**src/rtl/core/led_button_flash_and_report_macros.svh**
```systemverilog
// ----------------------------------------------------------------------------
// LED button assertion macros
// Shared concurrent assertion forms for the LED button block.
// ----------------------------------------------------------------------------
`ifndef LED_BUTTON_FLASH_AND_REPORT_MACROS_SVH
`define LED_BUTTON_FLASH_AND_REPORT_MACROS_SVH

// Consequent must hold in the same cycle as the antecedent.
`define LBFR_ASSERT_NOW(label, clk, rst_n, ante, cons) \
    label: assert property (@(posedge clk) disable iff (!rst_n) (ante) |-> (cons)) \
        else $error("lbfr assertion failed");

// Consequent must hold in the cycle after the antecedent.
`define LBFR_ASSERT_NEXT(label, clk, rst_n, ante, cons) \
    label: assert property (@(posedge clk) disable iff (!rst_n) (ante) |=> (cons)) \
        else $error("lbfr assertion failed");

`endif

```
**src/rtl/core/lbfr_pkg.sv**
```systemverilog
// ----------------------------------------------------------------------------
// LED button package
// Types, constants and arithmetic helpers shared by the LED button block.
// ----------------------------------------------------------------------------
package lbfr_pkg;

    localparam int TIME_BITS = 32;

    typedef logic [TIME_BITS-1:0] time_t;

    // Input commands
    typedef enum logic [1:0] {
        CMD_SET_COLOR   = 2'd0,
        CMD_START_FLASH = 2'd1,
        CMD_TIME_TICK   = 2'd2
    } cmd_t;

    // Result kinds
    typedef enum logic {
        KIND_PIXEL  = 1'b0,
        KIND_REPORT = 1'b1
    } kind_t;

    // Configuration register indexes
    localparam logic [2:0] CFG_RED_ID         = 3'd0;
    localparam logic [2:0] CFG_GREEN_ID       = 3'd1;
    localparam logic [2:0] CFG_BLUE_ID        = 3'd2;
    localparam logic [2:0] CFG_PIXEL_INDEX    = 3'd3;
    localparam logic [2:0] CFG_FLASH_INTERVAL = 3'd4;
    localparam logic [2:0] CFG_REPORT_HOLDOFF = 3'd5;

    localparam logic [15:0] FLASH_INTERVAL_RESET = 16'd200;
    localparam logic [15:0] REPORT_HOLDOFF_RESET = 16'd500;

    localparam logic [6:0]  LEVEL_MAX       = 7'd100;
    localparam logic [2:0]  FLASH_LAST_STEP = 3'd3;
    // 2^19 / 100, rounded up; exact for every product up to 100*255
    localparam logic [26:0] SCALE_RECIP     = 27'd5243;

    typedef struct packed {
        logic [9:0]  red_id;
        logic [9:0]  green_id;
        logic [9:0]  blue_id;
        logic [7:0]  pixel_index;
        logic [15:0] flash_interval;
        logic [15:0] report_holdoff;
    } cfg_t;

    // One input's results, handed from the core to the output stage
    typedef struct packed {
        logic       valid;
        kind_t      kind;
        logic [7:0] red;
        logic [7:0] green;
        logic [7:0] blue;
        logic [7:0] position;
        logic [2:0] mask;       // channels to report: bit 0 red, 1 green, 2 blue
        logic [6:0] lvl_red;
        logic [6:0] lvl_green;
        logic [6:0] lvl_blue;
    } bundle_t;

    function automatic logic [6:0] sat_level(input logic [6:0] v);
        return (v > LEVEL_MAX) ? LEVEL_MAX : v;
    endfunction

    // pct * 255 / 100, truncated
    function automatic logic [7:0] scale_level(input logic [6:0] pct);
        logic [14:0] p;
        logic [26:0] prod;
        p    = {pct, 8'b0} - {8'b0, pct};
        prod = 27'(p) * SCALE_RECIP;
        return prod[26:19];
    endfunction

    function automatic logic past_deadline(input time_t now, input time_t last,
                                           input logic [15:0] delay);
        time_t deadline;
        deadline = last + TIME_BITS'(delay);
        return now > deadline;
    endfunction

endpackage

```
**src/rtl/core/lbfr_cfg_regs.sv**
```systemverilog
// ----------------------------------------------------------------------------
// LED button configuration registers
// Write-only register file for channel ids, pixel position and timing.
// ----------------------------------------------------------------------------
module lbfr_cfg_regs (
    input  logic            clk,
    input  logic            rst_n,
    input  logic            cfg_we,
    input  logic [2:0]      cfg_index,
    input  logic [15:0]     cfg_data,
    output lbfr_pkg::cfg_t  cfg
);

    lbfr_pkg::cfg_t cfg_reg;
    lbfr_pkg::cfg_t cfg_next;

    always_comb
    begin
        cfg_next = cfg_reg;
        if (cfg_we)
        begin
            unique case (cfg_index)
                lbfr_pkg::CFG_RED_ID:         cfg_next.red_id         = cfg_data[9:0];
                lbfr_pkg::CFG_GREEN_ID:       cfg_next.green_id       = cfg_data[9:0];
                lbfr_pkg::CFG_BLUE_ID:        cfg_next.blue_id        = cfg_data[9:0];
                lbfr_pkg::CFG_PIXEL_INDEX:    cfg_next.pixel_index    = cfg_data[7:0];
                lbfr_pkg::CFG_FLASH_INTERVAL: cfg_next.flash_interval = cfg_data;
                lbfr_pkg::CFG_REPORT_HOLDOFF: cfg_next.report_holdoff = cfg_data;
                default:                      cfg_next = cfg_reg;
            endcase
        end
    end

    always_ff @(posedge clk or negedge rst_n)
    begin
        if (!rst_n)
        begin
            cfg_reg.red_id         <= '0;
            cfg_reg.green_id       <= '0;
            cfg_reg.blue_id        <= '0;
            cfg_reg.pixel_index    <= '0;
            cfg_reg.flash_interval <= lbfr_pkg::FLASH_INTERVAL_RESET;
            cfg_reg.report_holdoff <= lbfr_pkg::REPORT_HOLDOFF_RESET;
        end
        else
        begin
            cfg_reg <= cfg_next;
        end
    end

    assign cfg = cfg_reg;

endmodule

```
**src/rtl/core/lbfr_core.sv**
```systemverilog
// ----------------------------------------------------------------------------
// LED button command core
// Input register, button state and the single-pass command decode.
// ----------------------------------------------------------------------------
`include "led_button_flash_and_report_macros.svh"

module lbfr_core (
    input  logic                clk,
    input  logic                rst_n,
    input  lbfr_pkg::cfg_t      cfg,
    input  logic                s_tvalid,
    output logic                s_tready,
    input  logic [1:0]          s_cmd,
    input  logic [6:0]          s_red,
    input  logic [6:0]          s_green,
    input  logic [6:0]          s_blue,
    input  logic [31:0]         s_now,
    input  logic                out_free,
    output lbfr_pkg::bundle_t   bundle
);

    // Input register
    logic                   in_valid_reg;
    logic [1:0]             in_cmd_reg;
    logic [6:0]             in_red_reg;
    logic [6:0]             in_green_reg;
    logic [6:0]             in_blue_reg;
    lbfr_pkg::time_t        in_now_reg;

    // Button state
    logic [6:0]             level_red_reg,   level_red_next;
    logic [6:0]             level_green_reg, level_green_next;
    logic [6:0]             level_blue_reg,  level_blue_next;
    logic [2:0]             pending_reg,     pending_next;
    logic                   flash_active_reg, flash_active_next;
    logic [2:0]             flash_count_reg, flash_count_next;
    logic                   flash_phase_reg, flash_phase_next;
    lbfr_pkg::time_t        last_event_reg,  last_event_next;

    logic                   advance;
    logic                   in_take;
    logic [6:0]             sat_red, sat_green, sat_blue;
    logic [6:0]             src_red, src_green, src_blue;
    logic                   flash_due;
    logic                   report_due;
    logic                   is_set;
    lbfr_pkg::bundle_t      bundle_c;

    assign advance  = in_valid_reg && out_free;
    assign s_tready = !in_valid_reg || out_free;
    assign in_take  = s_tvalid && s_tready;

    always_ff @(posedge clk or negedge rst_n)
    begin
        if (!rst_n)
        begin
            in_valid_reg <= 1'b0;
        end
        else if (in_take)
        begin
            in_valid_reg <= 1'b1;
        end
        else if (advance)
        begin
            in_valid_reg <= 1'b0;
        end
    end

    always_ff @(posedge clk)
    begin
        if (in_take)
        begin
            in_cmd_reg   <= s_cmd;
            in_red_reg   <= s_red;
            in_green_reg <= s_green;
            in_blue_reg  <= s_blue;
            in_now_reg   <= lbfr_pkg::time_t'(s_now);
        end
    end

    assign sat_red   = lbfr_pkg::sat_level(in_red_reg);
    assign sat_green = lbfr_pkg::sat_level(in_green_reg);
    assign sat_blue  = lbfr_pkg::sat_level(in_blue_reg);

    assign flash_due  = flash_active_reg
                     && lbfr_pkg::past_deadline(in_now_reg, last_event_reg, cfg.flash_interval);
    assign report_due = !flash_due && (pending_reg != 3'b000)
                     && lbfr_pkg::past_deadline(in_now_reg, last_event_reg, cfg.report_holdoff);

    // One scaler per channel: new levels on set color, stored ones on a restore
    assign is_set   = (in_cmd_reg == lbfr_pkg::CMD_SET_COLOR);
    assign src_red   = is_set ? sat_red   : level_red_reg;
    assign src_green = is_set ? sat_green : level_green_reg;
    assign src_blue  = is_set ? sat_blue  : level_blue_reg;

    always_comb
    begin
        level_red_next    = level_red_reg;
        level_green_next  = level_green_reg;
        level_blue_next   = level_blue_reg;
        pending_next      = pending_reg;
        flash_active_next = flash_active_reg;
        flash_count_next  = flash_count_reg;
        flash_phase_next  = flash_phase_reg;
        last_event_next   = last_event_reg;

        bundle_c.valid     = 1'b0;
        bundle_c.kind      = lbfr_pkg::KIND_PIXEL;
        bundle_c.red       = lbfr_pkg::scale_level(src_red);
        bundle_c.green     = lbfr_pkg::scale_level(src_green);
        bundle_c.blue      = lbfr_pkg::scale_level(src_blue);
        bundle_c.position  = cfg.pixel_index;
        bundle_c.mask      = pending_reg;
        bundle_c.lvl_red   = level_red_reg;
        bundle_c.lvl_green = level_green_reg;
        bundle_c.lvl_blue  = level_blue_reg;

        case (in_cmd_reg)
            lbfr_pkg::CMD_SET_COLOR:
            begin
                level_red_next   = sat_red;
                level_green_next = sat_green;
                level_blue_next  = sat_blue;
                pending_next     = pending_reg | {sat_blue  != level_blue_reg,
                                                  sat_green != level_green_reg,
                                                  sat_red   != level_red_reg};
                bundle_c.valid   = 1'b1;
            end
            lbfr_pkg::CMD_START_FLASH:
            begin
                flash_count_next  = 3'd0;
                flash_active_next = 1'b1;
                flash_phase_next  = 1'b0;
            end
            lbfr_pkg::CMD_TIME_TICK:
            begin
                if (flash_due)
                begin
                    last_event_next  = in_now_reg;
                    flash_phase_next = !flash_phase_reg;
                    flash_count_next = flash_count_reg + 3'd1;
                    if (flash_count_reg == lbfr_pkg::FLASH_LAST_STEP)
                    begin
                        flash_active_next = 1'b0;
                    end
                    bundle_c.valid = 1'b1;
                    // Dark phase: write black
                    if (!flash_phase_reg)
                    begin
                        bundle_c.red   = 8'd0;
                        bundle_c.green = 8'd0;
                        bundle_c.blue  = 8'd0;
                    end
                end
                else if (report_due)
                begin
                    last_event_next = in_now_reg;
                    pending_next    = 3'b000;
                    bundle_c.valid  = 1'b1;
                    bundle_c.kind   = lbfr_pkg::KIND_REPORT;
                end
            end
            default:
            begin
                bundle_c.valid = 1'b0;
            end
        endcase

        if (!advance)
        begin
            bundle_c.valid = 1'b0;
        end
    end

    always_ff @(posedge clk or negedge rst_n)
    begin
        if (!rst_n)
        begin
            level_red_reg    <= '0;
            level_green_reg  <= '0;
            level_blue_reg   <= '0;
            pending_reg      <= '0;
            flash_active_reg <= 1'b0;
            flash_count_reg  <= '0;
            flash_phase_reg  <= 1'b0;
            last_event_reg   <= '0;
        end
        else if (advance)
        begin
            level_red_reg    <= level_red_next;
            level_green_reg  <= level_green_next;
            level_blue_reg   <= level_blue_next;
            pending_reg      <= pending_next;
            flash_active_reg <= flash_active_next;
            flash_count_reg  <= flash_count_next;
            flash_phase_reg  <= flash_phase_next;
            last_event_reg   <= last_event_next;
        end
    end

    assign bundle = bundle_c;

    `LBFR_ASSERT_NOW(a_flash_count_range, clk, rst_n, flash_active_reg,
                     flash_count_reg <= lbfr_pkg::FLASH_LAST_STEP)
    `LBFR_ASSERT_NOW(a_levels_saturated, clk, rst_n, 1'b1,
                     (level_red_reg <= lbfr_pkg::LEVEL_MAX)
                     && (level_green_reg <= lbfr_pkg::LEVEL_MAX)
                     && (level_blue_reg <= lbfr_pkg::LEVEL_MAX))

endmodule

```
**src/rtl/core/lbfr_out_stage.sv**
```systemverilog
// ----------------------------------------------------------------------------
// LED button output stage
// Holds one input's results and sends them out one transaction at a time.
// ----------------------------------------------------------------------------
`include "led_button_flash_and_report_macros.svh"

module lbfr_out_stage (
    input  logic                clk,
    input  logic                rst_n,
    input  lbfr_pkg::cfg_t      cfg,
    input  lbfr_pkg::bundle_t   bundle,
    output logic                out_free,
    output logic                m_tvalid,
    input  logic                m_tready,
    output logic [55:0]         m_tdata,
    output logic                m_tlast,
    output logic                m_tuser
);

    logic                   out_valid_reg;
    lbfr_pkg::bundle_t      hold_reg;
    logic [2:0]             mask_reg;
    logic [2:0]             mask_rest;
    logic                   sel_red;
    logic                   sel_green;
    logic                   is_report;
    logic                   xfer;
    logic                   finishing;
    logic [9:0]             report_id;
    logic [6:0]             report_level;
    logic [7:0]             px_red, px_green, px_blue, px_pos;

    assign is_report = (hold_reg.kind == lbfr_pkg::KIND_REPORT);
    assign mask_rest = mask_reg & (mask_reg - 3'd1);
    assign sel_red   = mask_reg[0];
    assign sel_green = !mask_reg[0] && mask_reg[1];

    assign m_tvalid  = out_valid_reg;
    assign m_tlast   = !is_report || (mask_rest == 3'b000);
    assign m_tuser   = hold_reg.kind;
    assign xfer      = out_valid_reg && m_tready;
    assign finishing = xfer && m_tlast;
    assign out_free  = !out_valid_reg || finishing;

    always_comb
    begin
        report_id    = 10'd0;
        report_level = 7'd0;
        px_red       = 8'd0;
        px_green     = 8'd0;
        px_blue      = 8'd0;
        px_pos       = 8'd0;
        if (is_report)
        begin
            if (sel_red)
            begin
                report_id    = cfg.red_id;
                report_level = hold_reg.lvl_red;
            end
            else if (sel_green)
            begin
                report_id    = cfg.green_id;
                report_level = hold_reg.lvl_green;
            end
            else
            begin
                report_id    = cfg.blue_id;
                report_level = hold_reg.lvl_blue;
            end
        end
        else
        begin
            px_red   = hold_reg.red;
            px_green = hold_reg.green;
            px_blue  = hold_reg.blue;
            px_pos   = hold_reg.position;
        end
    end

    assign m_tdata = {7'd0, report_level, report_id, px_pos, px_blue, px_green, px_red};

    always_ff @(posedge clk or negedge rst_n)
    begin
        if (!rst_n)
        begin
            out_valid_reg <= 1'b0;
        end
        else if (bundle.valid)
        begin
            out_valid_reg <= 1'b1;
        end
        else if (finishing)
        begin
            out_valid_reg <= 1'b0;
        end
    end

    always_ff @(posedge clk)
    begin
        if (bundle.valid)
        begin
            hold_reg <= bundle;
            mask_reg <= bundle.mask;
        end
        else if (xfer)
        begin
            // drop the channel just reported
            mask_reg <= mask_rest;
        end
    end

    `LBFR_ASSERT_NOW(a_load_only_when_free, clk, rst_n, bundle.valid,
                     !out_valid_reg || finishing)
    `LBFR_ASSERT_NOW(a_report_has_channel, clk, rst_n, out_valid_reg && is_report,
                     mask_reg != 3'b000)
    `LBFR_ASSERT_NEXT(a_more_reports_follow, clk, rst_n, xfer && !m_tlast,
                      out_valid_reg)

endmodule

```
**src/rtl/core/led_button_flash_and_report.sv**
```systemverilog
// ----------------------------------------------------------------------------
// LED button flash and report
// Drives one RGB LED button pixel, flashes it and reports level changes.
// ----------------------------------------------------------------------------
//  Channel  | Signals                         | Contents
//  ---------+---------------------------------+----------------------------------
//  input    | s_tvalid s_tready s_tdata s_tuser | one command per transaction
//  output   | m_tvalid m_tready m_tdata m_tuser m_tlast | pixel write or report
//  config   | cfg_we cfg_index cfg_data       | register write, no read-back
//
//  A command waits in the input register until the output register is free,
//  then its first result is registered there; one transaction per cycle while
//  m_tready stays high. A report tick gives one output transaction per changed
//  channel (one to three), which the output stage emits one at a time.
//  The input register can still take a transaction while the output register
//  holds a result; it stalls only when both are full.
//  Reset clears all button state and loads the register defaults.
// ----------------------------------------------------------------------------
module led_button_flash_and_report (
    input  logic        clk,
    input  logic        rst_n,
    input  logic        s_tvalid,
    output logic        s_tready,
    input  logic [55:0] s_tdata,   // red_level[6:0], green_level[13:7], blue_level[20:14],
                                   // now_ms[52:21], zero[55:53]
    input  logic [1:0]  s_tuser,   // command[1:0]
    output logic        m_tvalid,
    input  logic        m_tready,
    output logic [55:0] m_tdata,   // pixel_red[7:0], pixel_green[15:8], pixel_blue[23:16],
                                   // pixel_position[31:24], report_id[41:32],
                                   // report_level[48:42], zero[55:49]
    output logic        m_tuser,   // kind[0]
    output logic        m_tlast,
    input  logic        cfg_we,
    input  logic [2:0]  cfg_index,
    input  logic [15:0] cfg_data
);

    lbfr_pkg::cfg_t     cfg;
    lbfr_pkg::bundle_t  bundle;
    logic               out_free;

    lbfr_cfg_regs u_cfg_regs (
        .clk       (clk),
        .rst_n     (rst_n),
        .cfg_we    (cfg_we),
        .cfg_index (cfg_index),
        .cfg_data  (cfg_data),
        .cfg       (cfg)
    );

    lbfr_core u_core (
        .clk      (clk),
        .rst_n    (rst_n),
        .cfg      (cfg),
        .s_tvalid (s_tvalid),
        .s_tready (s_tready),
        .s_cmd    (s_tuser),
        .s_red    (s_tdata[6:0]),
        .s_green  (s_tdata[13:7]),
        .s_blue   (s_tdata[20:14]),
        .s_now    (s_tdata[52:21]),
        .out_free (out_free),
        .bundle   (bundle)
    );

    lbfr_out_stage u_out_stage (
        .clk      (clk),
        .rst_n    (rst_n),
        .cfg      (cfg),
        .bundle   (bundle),
        .out_free (out_free),
        .m_tvalid (m_tvalid),
        .m_tready (m_tready),
        .m_tdata  (m_tdata),
        .m_tlast  (m_tlast),
        .m_tuser  (m_tuser)
    );

endmodule
```
**config.mk**
```make
export PLATFORM = sky130hd
export DESIGN_NAME = led_button_flash_and_report
export DESIGN_NICKNAME = d
export VERILOG_FILES = /design/src/rtl/core/lbfr_pkg.sv /design/src/rtl/core/lbfr_cfg_regs.sv /design/src/rtl/core/lbfr_core.sv /design/src/rtl/core/lbfr_out_stage.sv /design/src/rtl/core/led_button_flash_and_report.sv
export VERILOG_INCLUDE_DIRS = /design/src /design/src/rtl/core
export SDC_FILE = /design/constraint.sdc
export NUM_CORES = 1
export LEC_CHECK = 0
export BUFFER_PORTS_ARGS = -buffer_cell sky130_fd_sc_hd__buf_2
export CAP_MARGIN = 20
export CORE_ASPECT_RATIO = 1.5
export CORE_MARGIN = 2
export CORE_UTILIZATION = 55
export DETAILED_ROUTE_END_ITERATION = 12
export GPL_TIMING_DRIVEN = 0
export PLACE_DENSITY = 0.8
export SLEW_MARGIN = 30
export SYNTH_ARGS = -nofsm -noshare
export SYNTH_HDL_FRONTEND = slang
export SYNTH_HIERARCHICAL = 1
export SYNTH_SLANG_ARGS = --single-unit
```
**constraint.sdc**
```tcl
create_clock -name clk -period 13.05 [get_ports clk]
set_input_delay 0.6525 -clock clk [delete_from_list [all_inputs] [get_ports clk]]
set_output_delay 0.6525 -clock clk [all_outputs]
set_load 0.02 [all_outputs]
```
==> qor.csv, run 1 <==
metric,value,unit
grt ovf,0,
number of synthesized flops with an enable pin,112,
drt pass-1 iters,8,
Root Driver,clkbuf_16,
post-synth cell types,96,
Fill cells,3596,
number of max-cap violations,0,
first-pass GRT wire length,98.0,mm
drt drc,0,
pin count of the biggest net entering global routing,90,
largest stage delay on the critical path,0.68,ns
"Area growth, synth to finish",9.81,%
Post-Place Setup Slack,4.61,ns
post-synthesis register bit count,245,
register area,6700,um2
Via Count,18300,
CP dominant cell by count,fa_1,
H-tree depth,1,
CP required,13.42,ns
relative slew slack,33.0,%
crit path kind,reg2reg,
worst r2r src,u_core/in_cmd_reg[0],
Port Buffers,131,
# nets final,3271,
outcome,"complete, no violations",
final design utilization,61.3,%
"Clk pin slew, worst setup/hold paths",0.06,ns
Bufs and invs on worst path,5,
Die Height,266,um
Tightest Hold Check Type,in2reg,
Final period util,64.5,%
Rows,95,
Max Slew Vio Count,0,
DR WL/cell,19.0,um
Slowest cell on crit path,xnor2_1,
post-CTS setup buffer count,0,
Most used DFF post-synth,dfrtp_1,
fmax,119,MHz
DR vias/cell,5.71,
gpl congestion,0.949,
Die Area,47400,um2
Synth Instances,2421,
final wirelength,60.6,mm
final setup vio count,0,
initial drt markers,1200,
RSZ-0062 raised after global routing,no,
Worst setup SP type,register,
Hold Startpoint,s_tdata[3],
Cells after DPL,3148,
worst setup margin,4.63,ns
Post-synth ARST share,54.3,%
max reg flops,70,
crit path DAT,8.79,ns
Area contributors post-synth,"ha_1 (20%), fa_1 (16%), edfxtp_1 (13%)",
Worst Hold Depth,1,
Die W,178,um
number of global-route vias before repair,19600,
Post-Syn Area,25100,um2
worst skew pair latency,0.58,ns
R2R cell count,24,
initial antenna violation count,3,
"Hold-fix buffers, CTS",1,
Post-CTS Resized,0,
Worst-Margin Slew,0.992,ns
share of layout cells above drive strength 1,14.7,%
Tot GR Track Use,26.0,%
register area share after synthesis,26.7,%
Num CTS Buffers,26,
Multi-input gate area,16400,um2
Avg Synthesized Cell Area,10.4,um2
DRT antenna net count,0,
fin crit period,8.42,ns
Sink Count,245,
Final Hold Viols,0,
Setup Skew,0.0156,ns
I/O pin count,142,
YS warnings,6,
CTS tree,built,
fin cells,3199,
crit-path leading delay family,adder cells,
reg2reg end,u_out_stage/hold_reg[54],
post-detail-place hpwl,49.8,mm
worst hold path endpoint,u_core/in_red_reg[3],
clk buf depth,3,
crit path max fanout,10,
Synth area leader,ha_1,
R2R setup slack,4.63,ns
core area,44900,um2
Initial Util,55.9,%
top cell type's share of synthesized area,19.8,%
crit path capture type,register,
crit path cell chain,buf_4 > nor2_2 > buf_2 > a31oi_1 > ha_1 > nand2_1 > nor2_1 > xnor2_1 > inv_1 > fa_1 > ha_1 > fa_1 > fa_1 > inv_1 > fa_1 > inv_1 > ha_1 > and3_1 > a221oi_1 > a2bb2oi_1 > a211oi_1 > or4_1 > and3_1 > nor3_1,
Yosys cell counts (13+ instances only):
| master | number |
|---|---|
| and3_1 | 13 |
| nand2_1 | 115 |
| edfxtp_1 | 112 |
| ha_1 | 398 |
| mux2_2 | 102 |
| xor2_1 | 61 |
| o21a_1 | 17 |
| nor2_1 | 79 |
| clkbuf_1 | 19 |
| nor2b_1 | 41 |
| nand4_1 | 31 |
| o21ai_0 | 81 |
| buf_2 | 14 |
| inv_1 | 459 |
| a21o_1 | 31 |
| a21oi_1 | 89 |
| nand3_1 | 44 |
| mux2i_1 | 26 |
| dfrtp_1 | 124 |
| xnor2_1 | 81 |
| nor3_1 | 30 |
| buf_4 | 17 |
| a211oi_1 | 19 |
| fa_1 | 196 |
worst max-delay path by stage:
| stage | startpoint | end | slack, ns | cells past startpoint |
|---|---|---|---|---|
| 2_1_floorplan | u_core/last_event_reg[0] | u_out_stage/mask_reg[1] | 3.30 | 18 |
| 3_3_place_gp | u_core/last_event_reg[0] | u_out_stage/mask_reg[1] | -0.33 | 18 |
| 3_5_place_dp | u_core/in_cmd_reg[1] | u_out_stage/hold_reg[54] | 4.61 | 23 |
| 4_1_cts | u_core/in_cmd_reg[1] | u_out_stage/hold_reg[54] | 4.57 | 23 |
| 5_1_grt | u_core/in_cmd_reg[0] | u_out_stage/hold_reg[54] | 4.03 | 24 |
| 6_report | u_core/in_cmd_reg[0] | u_out_stage/hold_reg[54] | 4.63 | 24 |
metrics by stage:
| step | cell area, um2 | TNS (ns) | hold WS [ns] |
|---|---|---|---|
| global route | 27600 | 0 | 0.234 |
| detailed placement | 26700 | 0 | 0.488 |
| CTS | 27500 | 0 | 0.230 |
| global placement | 26500 | -0.643 | 0.469 |
| floorplan | 25100 | 0 | 0.357 |
| finish | 27600 | 0 | 0.257 |
metal layers:
layer	wire length [um]	GRT usage, %	up-vias	share of wire, %
met2	32100	48.4	561	53
met5	24	0	-	0.040
li1	-	-	8531	-
met4	2680	10.9	4	4.4
met3	2920	2.99	157	4.8
met1	22900	29.8	9003	38
area by class of cell:
| type | instances | share of cell area [%] |
|---|---|---|
| clock inverter | 15 | 0.472 |
| antenna | 2 | 0.0182 |
| inverter | 462 | 6.29 |
| timing repair buffer | 140 | 2.86 |
| clock buffer | 33 | 2.72 |
| sequential | 245 | 24.3 |
| buffer | 60 | 1.33 |
| multi-input combinational | 1660 | 59.3 |
| tap | 582 | 2.64 |
placed cells by master (no fill, tap or decap), types with 11 or more instances in the layout:
cell type,n
inv_1,459
ha_1,398
fa_1,196
buf_2,144
dfrtp_1,124
nand2_1,115
edfxtp_1,112
mux2_2,102
a21oi_1,89
xnor2_1,81
nor2_1,79
o21ai_0,78
xor2_1,61
nand3_1,44
nor2b_1,41
nand4_1,31
a21o_1,31
nor3_1,30
clkbuf_16,29
mux2i_1,25
clkbuf_1,22
buf_4,19
a211oi_1,19
o21a_1,17
and3_1,13
a31oi_1,12
o211ai_1,12
buf_6,11
nand2b_1,11
logic make-up after synthesis:
kind of cell,share of synthesized area (%)
AO/OA/AOI/OAI,9.54
XOR/XNOR,5.08
adder cells (fa/ha/maj),35.5
buffers and inverters,8.37
flip-flops,26.7
multiplexers,6.26
other,0.0149
AND/OR/NAND/NOR,8.55
Power of run 1 is not shown: default switching activity piles up to over one toggle a cycle in this logic, so the estimate is an artifact.
==> inputs of run 2 (changes only) <==
clock period = 8.24 ns   (was 13.05 ns; I/O delays follow)
==> run 2 against run 1 <==
Net effect:
- sequential share of layout area is 0.11 points lower
- die area is the same
- clock skew is 0.0040 ns lower
- wire length is 0.62% higher
- global-route usage up 0.14 points
- non-clock buffer count increased by 6
- via count barely moved
- final cell count rose by 0.13%
- design area grew 0.44%
- utilization increased by 0.27 points
==> qor.csv, run 2 (synthesized netlist as in run 1, its figures left out) <==
metric,value,unit
Die W,178,um
drt pass-1 iters,5,
outcome,"complete, no violations",
fmax,127,MHz
clk buf depth,3,
first-pass GRT wire length,98.0,mm
crit path max fanout,10,
crit-path leading delay family,adder cells,
fin crit period,7.86,ns
Die Area,47400,um2
"Area growth, synth to finish",10.3,%
crit path capture type,register,
CP required,8.63,ns
Port Buffers,131,
Post-Place Setup Slack,0.0207,ns
Slowest cell on crit path,mux2i_1,
DRT antenna net count,0,
Tot GR Track Use,26.2,%
crit path DAT,8.25,ns
Tightest Hold Check Type,in2reg,
Rows,95,
Max Slew Vio Count,0,
largest stage delay on the critical path,0.76,ns
Num CTS Buffers,26,
initial antenna violation count,4,
"commonest non-fill, non-tap cell in the layout",inv_1,
Sink Count,245,
most frequent cells in the layout,"inv_1 (459), ha_1 (398), fa_1 (196), buf_2 (144), dfrtp_1 (124)",
DR vias/cell,5.70,
I/O pin count,142,
crit path cell chain,buf_6 > buf_4 > o21a_1 > a31o_2 > a311oi_2 > nand3_1 > mux2i_1 > inv_1 > fa_1 > inv_1 > ha_1 > fa_1 > fa_1 > inv_1 > fa_1 > inv_1 > ha_1 > and4_1 > nand2_1 > a2bb2oi_1 > a211oi_1 > or4_1 > and3_1 > nor3_1,
core area,44900,um2
post-detail-place hpwl,49.8,mm
Bufs and invs on worst path,6,
Final Hold Viols,0,
# nets final,3277,
Initial Util,55.9,%
final design utilization,61.6,%
number of global-route vias before repair,19600,
Final period util,95.4,%
Multi-input gate area,16400,um2
share of layout cells above drive strength 1,14.9,%
Fill cells,3607,
Root Driver,clkbuf_16,
final setup vio count,0,
CTS tree,built,
register area,6700,um2
R2R setup slack,0.38,ns
relative slew slack,29.1,%
pin count of the biggest net entering global routing,89,
max reg flops,70,
Worst-Margin Slew,1.05,ns
worst setup margin,0.382,ns
gpl congestion,0.965,
H-tree depth,1,
Via Count,18300,
Worst setup SP type,register,
initial drt markers,1063,
final wirelength,61.0,mm
Die Height,266,um
n_diodes,0,
crit path kind,reg2reg,
number of max-cap violations,0,
DR WL/cell,19.0,um
drt drc,0,
grt ovf,0,
Setup Skew,0.0117,ns
worst skew pair latency,0.56,ns
"Clk pin slew, worst setup/hold paths",0.06,ns
[run 2: final timing paths]
kind                                      start                   endpoint  cells after the start
min in group asynchronous                 rst_n  u_core/last_event_reg[20]                      2
setup reg to reg           u_core/in_cmd_reg[1]   u_out_stage/hold_reg[54]                     24
max in group asynchronous                 rst_n         u_cfg_regs/cfg[19]                      3
hold reg to reg              u_cfg_regs/cfg[62]         u_cfg_regs/cfg[62]                      1
hold / removal                       s_tuser[1]       u_core/in_cmd_reg[1]                      1
setup / recovery           u_core/in_cmd_reg[1]   u_out_stage/hold_reg[54]                     24
[run 2: layout make-up]
class	instances	share of cell area (%)
Clock buffer	43	3.11
Sequential cell	245	24.2
Timing Repair Buffer	146	3.00
Inverter	462	6.26
Buffer	60	1.32
Tap cell	582	2.63
Clock inverter	5	0.163
Multi-Input combinational cell	1660	59.3
[run 2: layer usage]
metal	wire [um]	share of wire [%]	vias to the layer above	track usage, %
met5	46	0.075	-	0
met4	3080	5.0	8	11.8
met3	2870	4.7	180	3.04
met2	32200	53	541	48.6
met1	22800	37	8988	29.6
li1	-	-	8545	-
[run 2: repair_timing]
item                                   in CTS  in global routing
hold buffers                                3                  0
buffers inserted                            0                  4
endpoints found under the hold margin      41                  0
resized for setup                           2                  9
setup endpoints to repair                   1                 11
[run 2: worst register-to-register path, delay by kind of cell, from the launching register on]
| kind | cells | cell delay [ns] |
|---|---|---|
| multiplexers | 1 | 0.76 |
| buffers and inverters | 6 | 0.77 |
| adder cells (fa/ha/maj) | 6 | 2.81 |
| AND/OR/NAND/NOR | 6 | 1.46 |
| AO/OA/AOI/OAI | 5 | 1.44 |
| flip-flops | 1 | 0.45 |
[run 2: metrics by stage]
| stage | setup TNS, ns | instances | hold WS (ns) | area, um2 |
|---|---|---|---|---|
| after floorplan | 0 | 2427 | 0.116 | 25100 |
| after global placement | -69.16 | 3140 | 0.469 | 26500 |
| after detailed placement | 0 | 3148 | 0.337 | 26600 |
| after CTS | 0 | 3199 | 0.000848 | 27600 |
| after global routing | -0.0124 | 3203 | 0.00195 | 27700 |
| final | 0 | 3203 | 0.0218 | 27700 |
Power of run 2 is left out for the same reason.
